`config.mk`:
```
export PLATFORM = sky130hd
export DESIGN_NAME = url_percent_escape_encoder
export DESIGN_NICKNAME = d
export VERILOG_FILES = /design/src/rtl/upe_pkg.sv /design/src/rtl/upe_front.sv /design/src/rtl/upe_queue.sv /design/src/rtl/upe_back.sv /design/src/rtl/url_percent_escape_encoder.sv
export SDC_FILE = /design/constraint.sdc
export NUM_CORES = 1
export LEC_CHECK = 0
export ABC_CLOCK_PERIOD_IN_PS = 5000
export BUFFER_PORTS_ARGS = -buffer_cell sky130_fd_sc_hd__clkbuf_2
export CORE_MARGIN = 2
export CORE_UTILIZATION = 45
export CTS_BUF_LIST = sky130_fd_sc_hd__clkbuf_16
export DETAILED_ROUTE_END_ITERATION = 16
export GPL_ROUTABILITY_DRIVEN = 0
export PLACE_DENSITY = 0.69
export SKIP_CTS_REPAIR_TIMING = 1
export SYNTH_ARGS = -nofsm -noshare
export SYNTH_HDL_FRONTEND = slang
export SYNTH_SLANG_ARGS = --single-unit
```
`constraint.sdc`:
```
create_clock -name i_clk -period 5 [get_ports i_clk]
set_input_delay 0.75 -clock i_clk [delete_from_list [all_inputs] [get_ports i_clk]]
set_output_delay 0.75 -clock i_clk [all_outputs]
set_load 0.005 [all_outputs]
```
`src/rtl/upe_pkg.sv`:
```
// Shared types, codes and character helpers for the escape encoder.
`default_nettype none
package upe_pkg;

    localparam logic [1:0] MODE_PERCENT = 2'd0;
    localparam logic [1:0] MODE_CHEX    = 2'd1;
    localparam logic [1:0] MODE_UNICODE = 2'd2;
    localparam logic [1:0] MODE_UNUSED  = 2'd3;

    localparam logic [7:0] CH_PERCENT   = 8'h25;
    localparam logic [7:0] CH_BACKSLASH = 8'h5C;
    localparam logic [7:0] CH_X         = 8'h78;
    localparam logic [7:0] CH_U         = 8'h75;
    localparam logic [7:0] CH_ZERO      = 8'h30;
    localparam logic [7:0] CH_UPPER_A   = 8'h41;
    localparam logic [7:0] CH_UPPER_Z   = 8'h5A;
    localparam logic [7:0] CH_LOWER_A   = 8'h61;
    localparam logic [7:0] CH_LOWER_Z   = 8'h7A;
    localparam logic [7:0] CH_NINE      = 8'h39;
    localparam logic [7:0] CH_DOLLAR    = 8'h24;
    localparam logic [7:0] CH_DASH      = 8'h2D;
    localparam logic [7:0] CH_UNDER     = 8'h5F;
    localparam logic [7:0] CH_DOT       = 8'h2E;
    localparam logic [7:0] CH_PLUS      = 8'h2B;
    localparam logic [7:0] CH_BANG      = 8'h21;
    localparam logic [7:0] CH_STAR      = 8'h2A;
    localparam logic [7:0] CH_QUOTE     = 8'h27;
    localparam logic [7:0] CH_LPAREN    = 8'h28;
    localparam logic [7:0] CH_RPAREN    = 8'h29;

    typedef enum logic [1:0] {
        KIND_LIT  = 2'd0,
        KIND_PCT  = 2'd1,
        KIND_CHEX = 2'd2,
        KIND_UNI  = 2'd3
    } t_kind;

    typedef struct packed {
        t_kind      kind;
        logic [7:0] data;
    } t_desc;

    typedef struct packed {
        logic  valid;
        t_desc desc;
    } t_head;

    function automatic logic [7:0] hex_digit(input logic [3:0] nib);
        logic [7:0] d;
        if (nib < 4'd10) begin
            d = CH_ZERO + {4'd0, nib};
        end else begin
            d = CH_UPPER_A + {4'd0, nib} - 8'd10;
        end
        return d;
    endfunction

    function automatic logic passes_percent(input logic [7:0] b);
        logic p;
        p = ((b >= CH_ZERO) && (b <= CH_NINE)) ||
            ((b >= CH_UPPER_A) && (b <= CH_UPPER_Z)) ||
            ((b >= CH_LOWER_A) && (b <= CH_LOWER_Z)) ||
            (b == CH_DOLLAR) || (b == CH_DASH) || (b == CH_UNDER) ||
            (b == CH_DOT) || (b == CH_PLUS) || (b == CH_BANG) ||
            (b == CH_STAR) || (b == CH_QUOTE) || (b == CH_LPAREN) ||
            (b == CH_RPAREN);
        return p;
    endfunction

    function automatic logic [2:0] run_last(input t_kind kind);
        logic [2:0] n;
        unique case (kind)
            KIND_LIT:  n = 3'd0;
            KIND_PCT:  n = 3'd2;
            KIND_CHEX: n = 3'd3;
            KIND_UNI:  n = 3'd5;
            default:   n = 3'd0;
        endcase
        return n;
    endfunction

    function automatic logic [7:0] run_char(input t_kind kind, input logic [7:0] b,
                                            input logic [2:0] idx);
        logic [7:0] c;
        logic [7:0] hi;
        logic [7:0] lo;
        hi = hex_digit(b[7:4]);
        lo = hex_digit(b[3:0]);
        c  = b;
        unique case (kind)
            KIND_LIT: c = b;
            KIND_PCT: begin
                unique case (idx)
                    3'd0:    c = CH_PERCENT;
                    3'd1:    c = hi;
                    default: c = lo;
                endcase
            end
            KIND_CHEX: begin
                unique case (idx)
                    3'd0:    c = CH_BACKSLASH;
                    3'd1:    c = CH_X;
                    3'd2:    c = hi;
                    default: c = lo;
                endcase
            end
            KIND_UNI: begin
                unique case (idx)
                    3'd0:    c = CH_BACKSLASH;
                    3'd1:    c = CH_U;
                    3'd2:    c = CH_ZERO;
                    3'd3:    c = CH_ZERO;
                    3'd4:    c = hi;
                    default: c = lo;
                endcase
            end
            default: c = b;
        endcase
        return c;
    endfunction

endpackage
`default_nettype wire

```
`src/rtl/upe_front.sv`:
```
// Front end: mode register, byte acceptance and classification into run descriptors.
`default_nettype none
module upe_front (
    input  wire logic          i_clk,
    input  wire logic          i_rst_n,
    input  wire logic          i_cfg_valid,
    output logic               o_cfg_ready,
    input  wire logic [1:0]    i_cfg_escape_mode,
    input  wire logic          i_in_valid,
    output logic               o_in_stall,
    input  wire logic [7:0]    i_in_byte,
    input  wire logic          i_q_full,
    output logic               o_push,
    output upe_pkg::t_desc     o_desc
);
    import upe_pkg::*;

    logic [1:0] r_escape_mode;
    logic [1:0] n_escape_mode;
    t_kind      kind;

    assign o_cfg_ready = 1'b1;

    always_comb begin
        n_escape_mode = r_escape_mode;
        if (i_cfg_valid) begin
            n_escape_mode = i_cfg_escape_mode;
        end
    end

    always_ff @(posedge i_clk) begin
        if (!i_rst_n) begin
            r_escape_mode <= MODE_PERCENT;
        end else begin
            r_escape_mode <= n_escape_mode;
        end
    end

    always_comb begin
        kind = KIND_LIT;
        unique case (r_escape_mode)
            MODE_PERCENT: kind = passes_percent(i_in_byte) ? KIND_LIT : KIND_PCT;
            MODE_CHEX:    kind = KIND_CHEX;
            MODE_UNICODE: kind = i_in_byte[7] ? KIND_LIT : KIND_UNI;
            default:      kind = KIND_LIT;
        endcase
    end

    // drop the transaction in the unused mode
    assign o_in_stall = i_q_full;
    assign o_push     = i_in_valid && !i_q_full && (r_escape_mode != MODE_UNUSED);
    assign o_desc     = '{kind: kind, data: i_in_byte};

endmodule
`default_nettype wire

```
`src/rtl/upe_queue.sv`:
```
// Descriptor queue between front end and emitter.
`default_nettype none
module upe_queue #(
    parameter int DEPTH = 4
) (
    input  wire logic          i_clk,
    input  wire logic          i_rst_n,
    input  wire logic          i_push,
    input  wire upe_pkg::t_desc i_desc,
    input  wire logic          i_pop,
    output logic               o_full,
    output upe_pkg::t_head     o_head
);
    import upe_pkg::*;

    localparam int AW = (DEPTH > 1) ? $clog2(DEPTH) : 1;
    localparam int CW = $clog2(DEPTH + 1);
    localparam logic [AW-1:0] LAST_PTR = AW'(DEPTH - 1);
    localparam logic [CW-1:0] FULL_CNT = CW'(DEPTH);

    t_desc         r_mem [DEPTH];
    logic [AW-1:0] r_wr_ptr;
    logic [AW-1:0] n_wr_ptr;
    logic [AW-1:0] r_rd_ptr;
    logic [AW-1:0] n_rd_ptr;
    logic [CW-1:0] r_count;
    logic [CW-1:0] n_count;

    always_comb begin
        n_wr_ptr = r_wr_ptr;
        n_rd_ptr = r_rd_ptr;
        n_count  = r_count;
        if (i_push) begin
            n_wr_ptr = (r_wr_ptr == LAST_PTR) ? '0 : r_wr_ptr + 1'b1;
        end
        if (i_pop) begin
            n_rd_ptr = (r_rd_ptr == LAST_PTR) ? '0 : r_rd_ptr + 1'b1;
        end
        if (i_push && !i_pop) begin
            n_count = r_count + 1'b1;
        end else if (i_pop && !i_push) begin
            n_count = r_count - 1'b1;
        end
    end

    always_ff @(posedge i_clk) begin
        if (!i_rst_n) begin
            r_wr_ptr <= '0;
            r_rd_ptr <= '0;
            r_count  <= '0;
        end else begin
            r_wr_ptr <= n_wr_ptr;
            r_rd_ptr <= n_rd_ptr;
            r_count  <= n_count;
        end
    end

    always_ff @(posedge i_clk) begin
        if (i_push) begin
            r_mem[r_wr_ptr] <= i_desc;
        end
    end

    assign o_full       = (r_count == FULL_CNT);
    assign o_head.valid = (r_count != '0);
    assign o_head.desc  = r_mem[r_rd_ptr];

endmodule
`default_nettype wire

```
`src/rtl/upe_back.sv`:
```
// Emitter: walks each run into the output register, one character per unstalled cycle.
`default_nettype none
module upe_back (
    input  wire logic          i_clk,
    input  wire logic          i_rst_n,
    input  wire upe_pkg::t_head i_head,
    output logic               o_pop,
    output logic               o_out_valid,
    input  wire logic          i_out_stall,
    output logic [7:0]         o_out_char,
    output logic               o_out_last_of_run
);
    import upe_pkg::*;

    logic       r_busy;
    logic       n_busy;
    t_desc      r_cur;
    t_desc      n_cur;
    logic [2:0] r_idx;
    logic [2:0] n_idx;
    logic       r_out_valid;
    logic       n_out_valid;
    logic [7:0] r_out_char;
    logic [7:0] n_out_char;
    logic       r_out_last;
    logic       n_out_last;

    t_desc      src;
    logic [2:0] src_idx;
    logic       have;
    logic       adv;
    logic       last;

    assign src     = r_busy ? r_cur : i_head.desc;
    assign src_idx = r_busy ? r_idx : 3'd0;
    assign have    = r_busy || i_head.valid;
    assign adv     = !r_out_valid || !i_out_stall;
    assign last    = (src_idx == run_last(src.kind));
    assign o_pop   = adv && !r_busy && i_head.valid;

    always_comb begin
        n_busy      = r_busy;
        n_cur       = r_cur;
        n_idx       = r_idx;
        n_out_valid = r_out_valid;
        n_out_char  = r_out_char;
        n_out_last  = r_out_last;
        if (adv) begin
            n_out_valid = have;
            if (have) begin
                n_out_char = run_char(src.kind, src.data, src_idx);
                n_out_last = last;
                n_busy     = !last;
                n_cur      = src;
                n_idx      = src_idx + 3'd1;
            end
        end
    end

    always_ff @(posedge i_clk) begin
        if (!i_rst_n) begin
            r_busy      <= 1'b0;
            r_out_valid <= 1'b0;
        end else begin
            r_busy      <= n_busy;
            r_out_valid <= n_out_valid;
        end
    end

    always_ff @(posedge i_clk) begin
        r_cur      <= n_cur;
        r_idx      <= n_idx;
        r_out_char <= n_out_char;
        r_out_last <= n_out_last;
    end

    assign o_out_valid       = r_out_valid;
    assign o_out_char        = r_out_char;
    assign o_out_last_of_run = r_out_last;

endmodule
`default_nettype wire

```
`src/rtl/url_percent_escape_encoder.sv`:
```
// Top level of the percent / C / unicode escape encoder.
// Usage:
//   Input channel (i_in_valid, o_in_stall, i_in_byte) takes one raw byte per
//   transaction. Output channel (o_out_valid, i_out_stall, o_out_char,
//   o_out_last_of_run) gives one ASCII character per transaction, with
//   o_out_last_of_run set on the final character of each byte's run.
//   Config channel (i_cfg_valid, o_cfg_ready, i_cfg_escape_mode) writes the
//   mode: 0 percent, 1 C hex, 2 unicode; mode 3 drops bytes. Write it only
//   while the block is idle. o_cfg_ready is always high.
// Timing:
//   The first character of a byte passes through the descriptor queue and
//   then the output register before it is valid to the receiver.
//   Run lengths are 1, 3, 4 or 6 characters; the emitter produces one
//   character per cycle while i_out_stall is low.
//   A DEPTH-entry descriptor queue holds accepted bytes while a run drains.
// Reset and stall:
//   Synchronous active-low reset empties the queue and output register and
//   sets percent mode. While i_out_stall is high a valid output holds;
//   once the queue fills, o_in_stall rises.
`default_nettype none
module url_percent_escape_encoder #(
    parameter int DEPTH = 4
) (
    input  wire logic       i_clk,
    input  wire logic       i_rst_n,
    input  wire logic       i_cfg_valid,
    output logic            o_cfg_ready,
    input  wire logic [1:0] i_cfg_escape_mode,
    input  wire logic       i_in_valid,
    output logic            o_in_stall,
    input  wire logic [7:0] i_in_byte,
    output logic            o_out_valid,
    input  wire logic       i_out_stall,
    output logic [7:0]      o_out_char,
    output logic            o_out_last_of_run
);
    import upe_pkg::*;

    logic  q_full;
    logic  push;
    logic  pop;
    t_desc desc;
    t_head head;

    upe_front u_front (
        .i_clk             (i_clk),
        .i_rst_n           (i_rst_n),
        .i_cfg_valid       (i_cfg_valid),
        .o_cfg_ready       (o_cfg_ready),
        .i_cfg_escape_mode (i_cfg_escape_mode),
        .i_in_valid        (i_in_valid),
        .o_in_stall        (o_in_stall),
        .i_in_byte         (i_in_byte),
        .i_q_full          (q_full),
        .o_push            (push),
        .o_desc            (desc)
    );

    upe_queue #(
        .DEPTH (DEPTH)
    ) u_queue (
        .i_clk   (i_clk),
        .i_rst_n (i_rst_n),
        .i_push  (push),
        .i_desc  (desc),
        .i_pop   (pop),
        .o_full  (q_full),
        .o_head  (head)
    );

    upe_back u_back (
        .i_clk             (i_clk),
        .i_rst_n           (i_rst_n),
        .i_head            (head),
        .o_pop             (pop),
        .o_out_valid       (o_out_valid),
        .i_out_stall       (i_out_stall),
        .o_out_char        (o_out_char),
        .o_out_last_of_run (o_out_last_of_run)
    );

endmodule
`default_nettype wire

```
After elaboration in Yosys (flattened, before gate mapping)
Memories as Yosys holds them, arrays and structs flattened. A register that Yosys moved wholly into a read port is not among the register bits. Cells that the tools add are included. Widths: inputs -> output; s select.

Add/subtract/negate cells: 11. Magnitude comparators: 8. Equality and inequality tests: 24. Multiplexer cells: 20. Reductions and logical operators: 37.

Operators by type and width (number): $eq 8x6->1 const B (9); $pmux 8 s4 (2); $pmux 8 s3 (1); $add 7x4->8 const A (2); $ge 8x7->1 const B (2); $le 8x7->1 const B (2); $mux 8 (2); $pmux 8 s2 (1); $sub 8x4->8 const B (2); $add 6x4->7 const A (2); $logic_or 1x1->1 (14); $pmux 3 s4 (1); $eq 2x2->1 const B (5); $mux 10 (1); $mux 2 (5); $logic_and 1x1->1 (9); $mux 3 (3); $eq 8x7->1 const B (1); $ge 8x6->1 const B (1); $le 8x6->1 const B (1); $lt 4x4->1 const B (2); $logic_not 1->1 (7); $add 3x1->3 const B (2); $eq 3x2->1 const B (2); 15 further kinds (21).

Register bits after elaboration: 33. Bits in writable memories: 40. Output and inout bits: 12. Logic and storage cells: 112. Memories kept: 1.

Memories: u_queue.r_mem (words 4, width 10, read ports 1, clocked after Yosys merged registers in 1, write ports 1, RTL line upe_queue.sv:21) `t_desc r_mem [DEPTH];`.

Longest topological paths before layout
Depth in word-level cells: 16. Mapped depth: 13. Depth with buffers taken out: 11.

Modules after synthesis
Synthesis repeated with hierarchy kept, for this count alone.

Cells, all modules: 330. Area, all modules: 4065.1 um2.

By module, submodules not included: upe_queue (times used 1, cells each 96, area an instance 1901.8 um2); upe_back (times used 1, cells each 191, area an instance 1850.5 um2); upe_front (times used 1, cells each 43, area an instance 312.8 um2).

Least setup slack after synthesis
Ideal clock, no wire load.

Path kind: register -> register. Start point: register u_back.r_busy. End point: register u_back.r_out_char[0] (netlist: u_back.o_out_char[0]) (data pin). Library setup time: 0.268 ns. Data arrival time: 2.679 ns. Required time: 4.732 ns. Path slack: 2.053 ns. Cell stages (with the launch flop): 14. Path buffers: 3. Period minus slack after synthesis: 2.947 ns. Cell sequence: dfxtp_1 -> buf_4 -> buf_2 -> nand2_1 -> inv_1 -> ha_1 -> clkbuf_1 -> or2_2 -> a21oi_1 -> nor2b_1 -> o2111ai_1 -> o211a_1 -> a221oi_2 -> o211ai_2.

Cells in the longest elaborated chain, start to end: 6. Elaborated cells between the ends (all ways): 26. Those cells by class: add/sub: 6; order compare: 2; eq/ne: 7; mux: 8; reduce/logical: 3.

Ends and longest elaborated chain: start: declaration (RTL line upe_back.sv:15) `logic r_busy;`; start signal: assignment (RTL line upe_back.sv:65) `r_busy <= n_busy;`; $mux 10 (RTL line upe_back.sv:34) `assign src = r_busy ? r_cur : i_head.desc;`; $add 7x4->8 (RTL line upe_pkg.sv:53) `d = CH_UPPER_A + {4'd0, nib} - 8'd10;`; $sub 8x4->8 (RTL line upe_pkg.sv:53); $mux 8 (RTL line upe_pkg.sv:50) `if (nib < 4'd10) begin`; $pmux 8 s4 (tied with other cells) (RTL line upe_pkg.sv:108) `unique case (idx)`; $pmux 8 s4 * (RTL line upe_pkg.sv:90) `unique case (kind)`; end signal: assignment (RTL line upe_back.sv:73) `r_out_char <= n_out_char;`; end: declaration (RTL line upe_back.sv:23) `logic [7:0] r_out_char;`.

Mark *: on every way between the ends. The rest lies on a longest branch, timed or not. A chain may end at the register's enable or synchronous reset.

==> results.cfg <==
[yosys]
synthMuxAreaShare = 0.0897
synth.yosys.seq_area_share = 0.518
netlist.area_leader.share = 0.454
synth-warning-count = 0
edff_count_synth = 62
synth_area_mm2 = 0.00410
synth_largest_area_cell = sky130_fd_sc_hd__edfxtp_1
synth-adder-area-share = 0.0568
synthCells = 338
postSynthRegisterBits = 75
syn_nets = 371
yosysUniqueCellTypes = 73
synth-compound-area-share = 0.165
post_synth.cell_area_avg_um2 = 12.1
synth-xor-area-share = 0.0128
basic_gate_share_of_the_synthesized_area_counting_and_or_nand_and_nor_cells = 0.118
synth_top_family_by_area = compound AO/OA/AOI/OAI gates
synth_area_leaders = sky130_fd_sc_hd__edfxtp_1, sky130_fd_sc_hd__dfxtp_1, sky130_fd_sc_hd__ha_1
synth_top_flop_cell = sky130_fd_sc_hd__edfxtp_1
ys_async_sr_fraction = 0

[clock_network]
h_tree_levels = 3
cts-root-buf = sky130_fd_sc_hd__clkbuf_16
clkLatencyLatePin_ps = 330
tritoncts = yes
cts.sinks = 75
ctsLongestPathBuffers = 2
cts_clock_pin_slew_for_the_worst_setup_and_hold_paths_ps = 60
cts_made_buffers = 9

[drt]
vias = 2751
route.final.wire_length_um = 7980
wl_per_cell_um = 16.8
initialDrtViolationCount = 163
drc_errors = 0
drt_pass1_iterations = 5
average_via_count_per_standard_cell = 5.79
ant_nets = 0

[layout]
layout.cells.most_common_list = sky130_fd_sc_hd__edfxtp_1, sky130_fd_sc_hd__clkbuf_2, sky130_fd_sc_hd__mux2i_1
proportion_of_layout_cells_with_a_drive_suffix_above_1 = 0.196
most_common_cell_after_layout_fill_and_taps_aside = sky130_fd_sc_hd__edfxtp_1
antenna-diode-count = 0
syn_to_final_growth_pct = 11.8
number_of_nets_in_the_finished_design = 395

[timing]
grt_setup_unrepaired = false
timing.fmax_mhz = 317
timing.final.crit_period_ps = 3150
setup_total_negative_slack_ps = 0
drv_slew = 0
timing.slew.headroom = 0.514
timing.final.setup_violations = 0
timing.clock.skew_ps = 6.48
timing_worst_slew_pin_value_ps = 724
post-route-worst-setup-slack_ps = 1850
report.final.hold_viol_count = 0
final.period_utilization = 0.631

[floorplanning]
core_area_mm2 = 0.00876
die_area_mm2 = 0.00989
chipWidth_um = 99.4
io_pins = 27
row_count = 34
floorplan.initialDensity = 0.468
chipHeight_um = 99.4

[grt]
groute.usage.overall = 0.176
antenna_found_initial = 0
grt_pass1_vias = 2592
grt_pass1_wl_um = 13300
grt_start_max_net_pins = 20
globalRouteOverflowTotal = 0

[power]
worst_ir_drop_vdd_mv = 0.206
p_leak_nw = 1.70
p_total_mw = 3.09
p_per_area_mw_per_mm2 = 673

[run_status]
outcome = finished, final reports clean

[worst_hold_path]
hold_class = reg -> reg
worstHoldStart = u_queue.r_count[2]

[setup_path]
endpoint_kind = flip-flop
critical_path.startpoint_type = flip-flop
timing.critical_path.fanout_max = 11
critPathArrivalTime_ps = 3210
crit_type = reg -> reg
critical_path_required_ps = 5060

[placement]
io_buffers = 25
detailedPlace.worstSlack_ps = 1840
place_hpwl_um = 5710

[job]
maxCapViolCount = 0
[stage by stage]
stage	utilization	hold slack (ps)	area [um^2]	cells
global route	0.523	611	4580	475
floorplan	-	486	4100	338
finish	0.523	529	4580	475
detailed placement	0.490	524	4300	459
CTS	0.523	534	4580	475
global placement	0.490	513	4300	459
[synth_stat cells, types with 6 or more instances]
library cell,instances
sky130_fd_sc_hd__a21oi_1,16
sky130_fd_sc_hd__o21ai_0,7
sky130_fd_sc_hd__dfxtp_1,13
sky130_fd_sc_hd__nor2b_1,12
sky130_fd_sc_hd__clkbuf_1,7
sky130_fd_sc_hd__and2_1,8
sky130_fd_sc_hd__mux2i_1,21
sky130_fd_sc_hd__nand3_1,6
sky130_fd_sc_hd__nor3_1,7
sky130_fd_sc_hd__edfxtp_1,62
sky130_fd_sc_hd__ha_1,17
sky130_fd_sc_hd__a22oi_1,6
sky130_fd_sc_hd__inv_1,16
sky130_fd_sc_hd__nand2_1,16
sky130_fd_sc_hd__nor2_1,18
sky130_fd_sc_hd__nand2b_1,8
[power breakdown]
group / internal (mW) / switching [mW] / leakage (nW)
clock: 0.366 / 0.260 / 0.150
combinational: 0.570 / 0.889 / 0.858
sequential: 0.913 / 0.0887 / 0.689
total: 1.85 / 1.24 / 1.70
[path summary, 6_finish.rpt]
check / endpoint / slack [ps] / depth (start not counted)
max: u_back.o_out_char[2] / 1850 / 10
min reg2reg: u_queue.r_count[2] / 530 / 2
max reg2reg: u_back.o_out_char[2] / 1850 / 10
min: u_queue.r_count[2] / 530 / 2
[flip-flops by register name, indices dropped and copies added, names as in the netlist, named ones only]
signal                    cells
u_back.r_idx                  3
u_back.r_cur                 10
u_queue.r_mem                40
u_front.r_escape_mode         2
u_queue.r_rd_ptr              2
u_back.o_out_last_of_run      1
u_queue.r_wr_ptr              2
u_back.o_out_char             8
u_back.o_out_valid            1
u_queue.r_count               3
u_back.r_busy                 1
[cell type report]
| cell class | instances | area, um^2 |
|---|---|---|
| repair buffers | 27 | 140 |
| flip-flops and latches | 75 | 2120 |
| multi-input cells | 229 | 1820 |
| fillers | 747 | 4180 |
| inverters | 20 | 75.1 |
| well taps | 108 | 135 |
| clock inverters | 6 | 36.3 |
| clock buffers | 10 | 250 |
[worst max-delay path, cell delays in order (launching register included)]
cell and delay, ps:
sky130_fd_sc_hd__dfxtp_1 700, sky130_fd_sc_hd__mux4_2 580, sky130_fd_sc_hd__mux2_2 310, sky130_fd_sc_hd__clkinv_1 90, sky130_fd_sc_hd__ha_1 170, sky130_fd_sc_hd__inv_1 60, sky130_fd_sc_hd__a211oi_2 190, sky130_fd_sc_hd__mux2i_1 380
sky130_fd_sc_hd__nand2_1 90, sky130_fd_sc_hd__a31oi_1 180, sky130_fd_sc_hd__a32oi_1 120
[metal layers]
| layer | GRT usage | vias up | share of wire |
|---|---|---|---|
| met4 | 0.0917 | 0 | 0.030 |
| met5 | 0 | - | 0 |
| met1 | 0.215 | 1280 | 0.44 |
| li1 | - | 1344 | - |
| met2 | 0.292 | 106 | 0.48 |
| met3 | 0.0379 | 21 | 0.054 |
[kinds of logic after synthesis]
| group | after synthesis |
|---|---|
| simple gates | 91 |
| compound gates | 84 |
| flops | 75 |
| buf+inv | 34 |
| mux | 29 |
| fa+ha+maj | 18 |
| xor+xnor | 6 |
| other cells | 1 |
No activity file was read; power rests on OpenSTA's default activity.
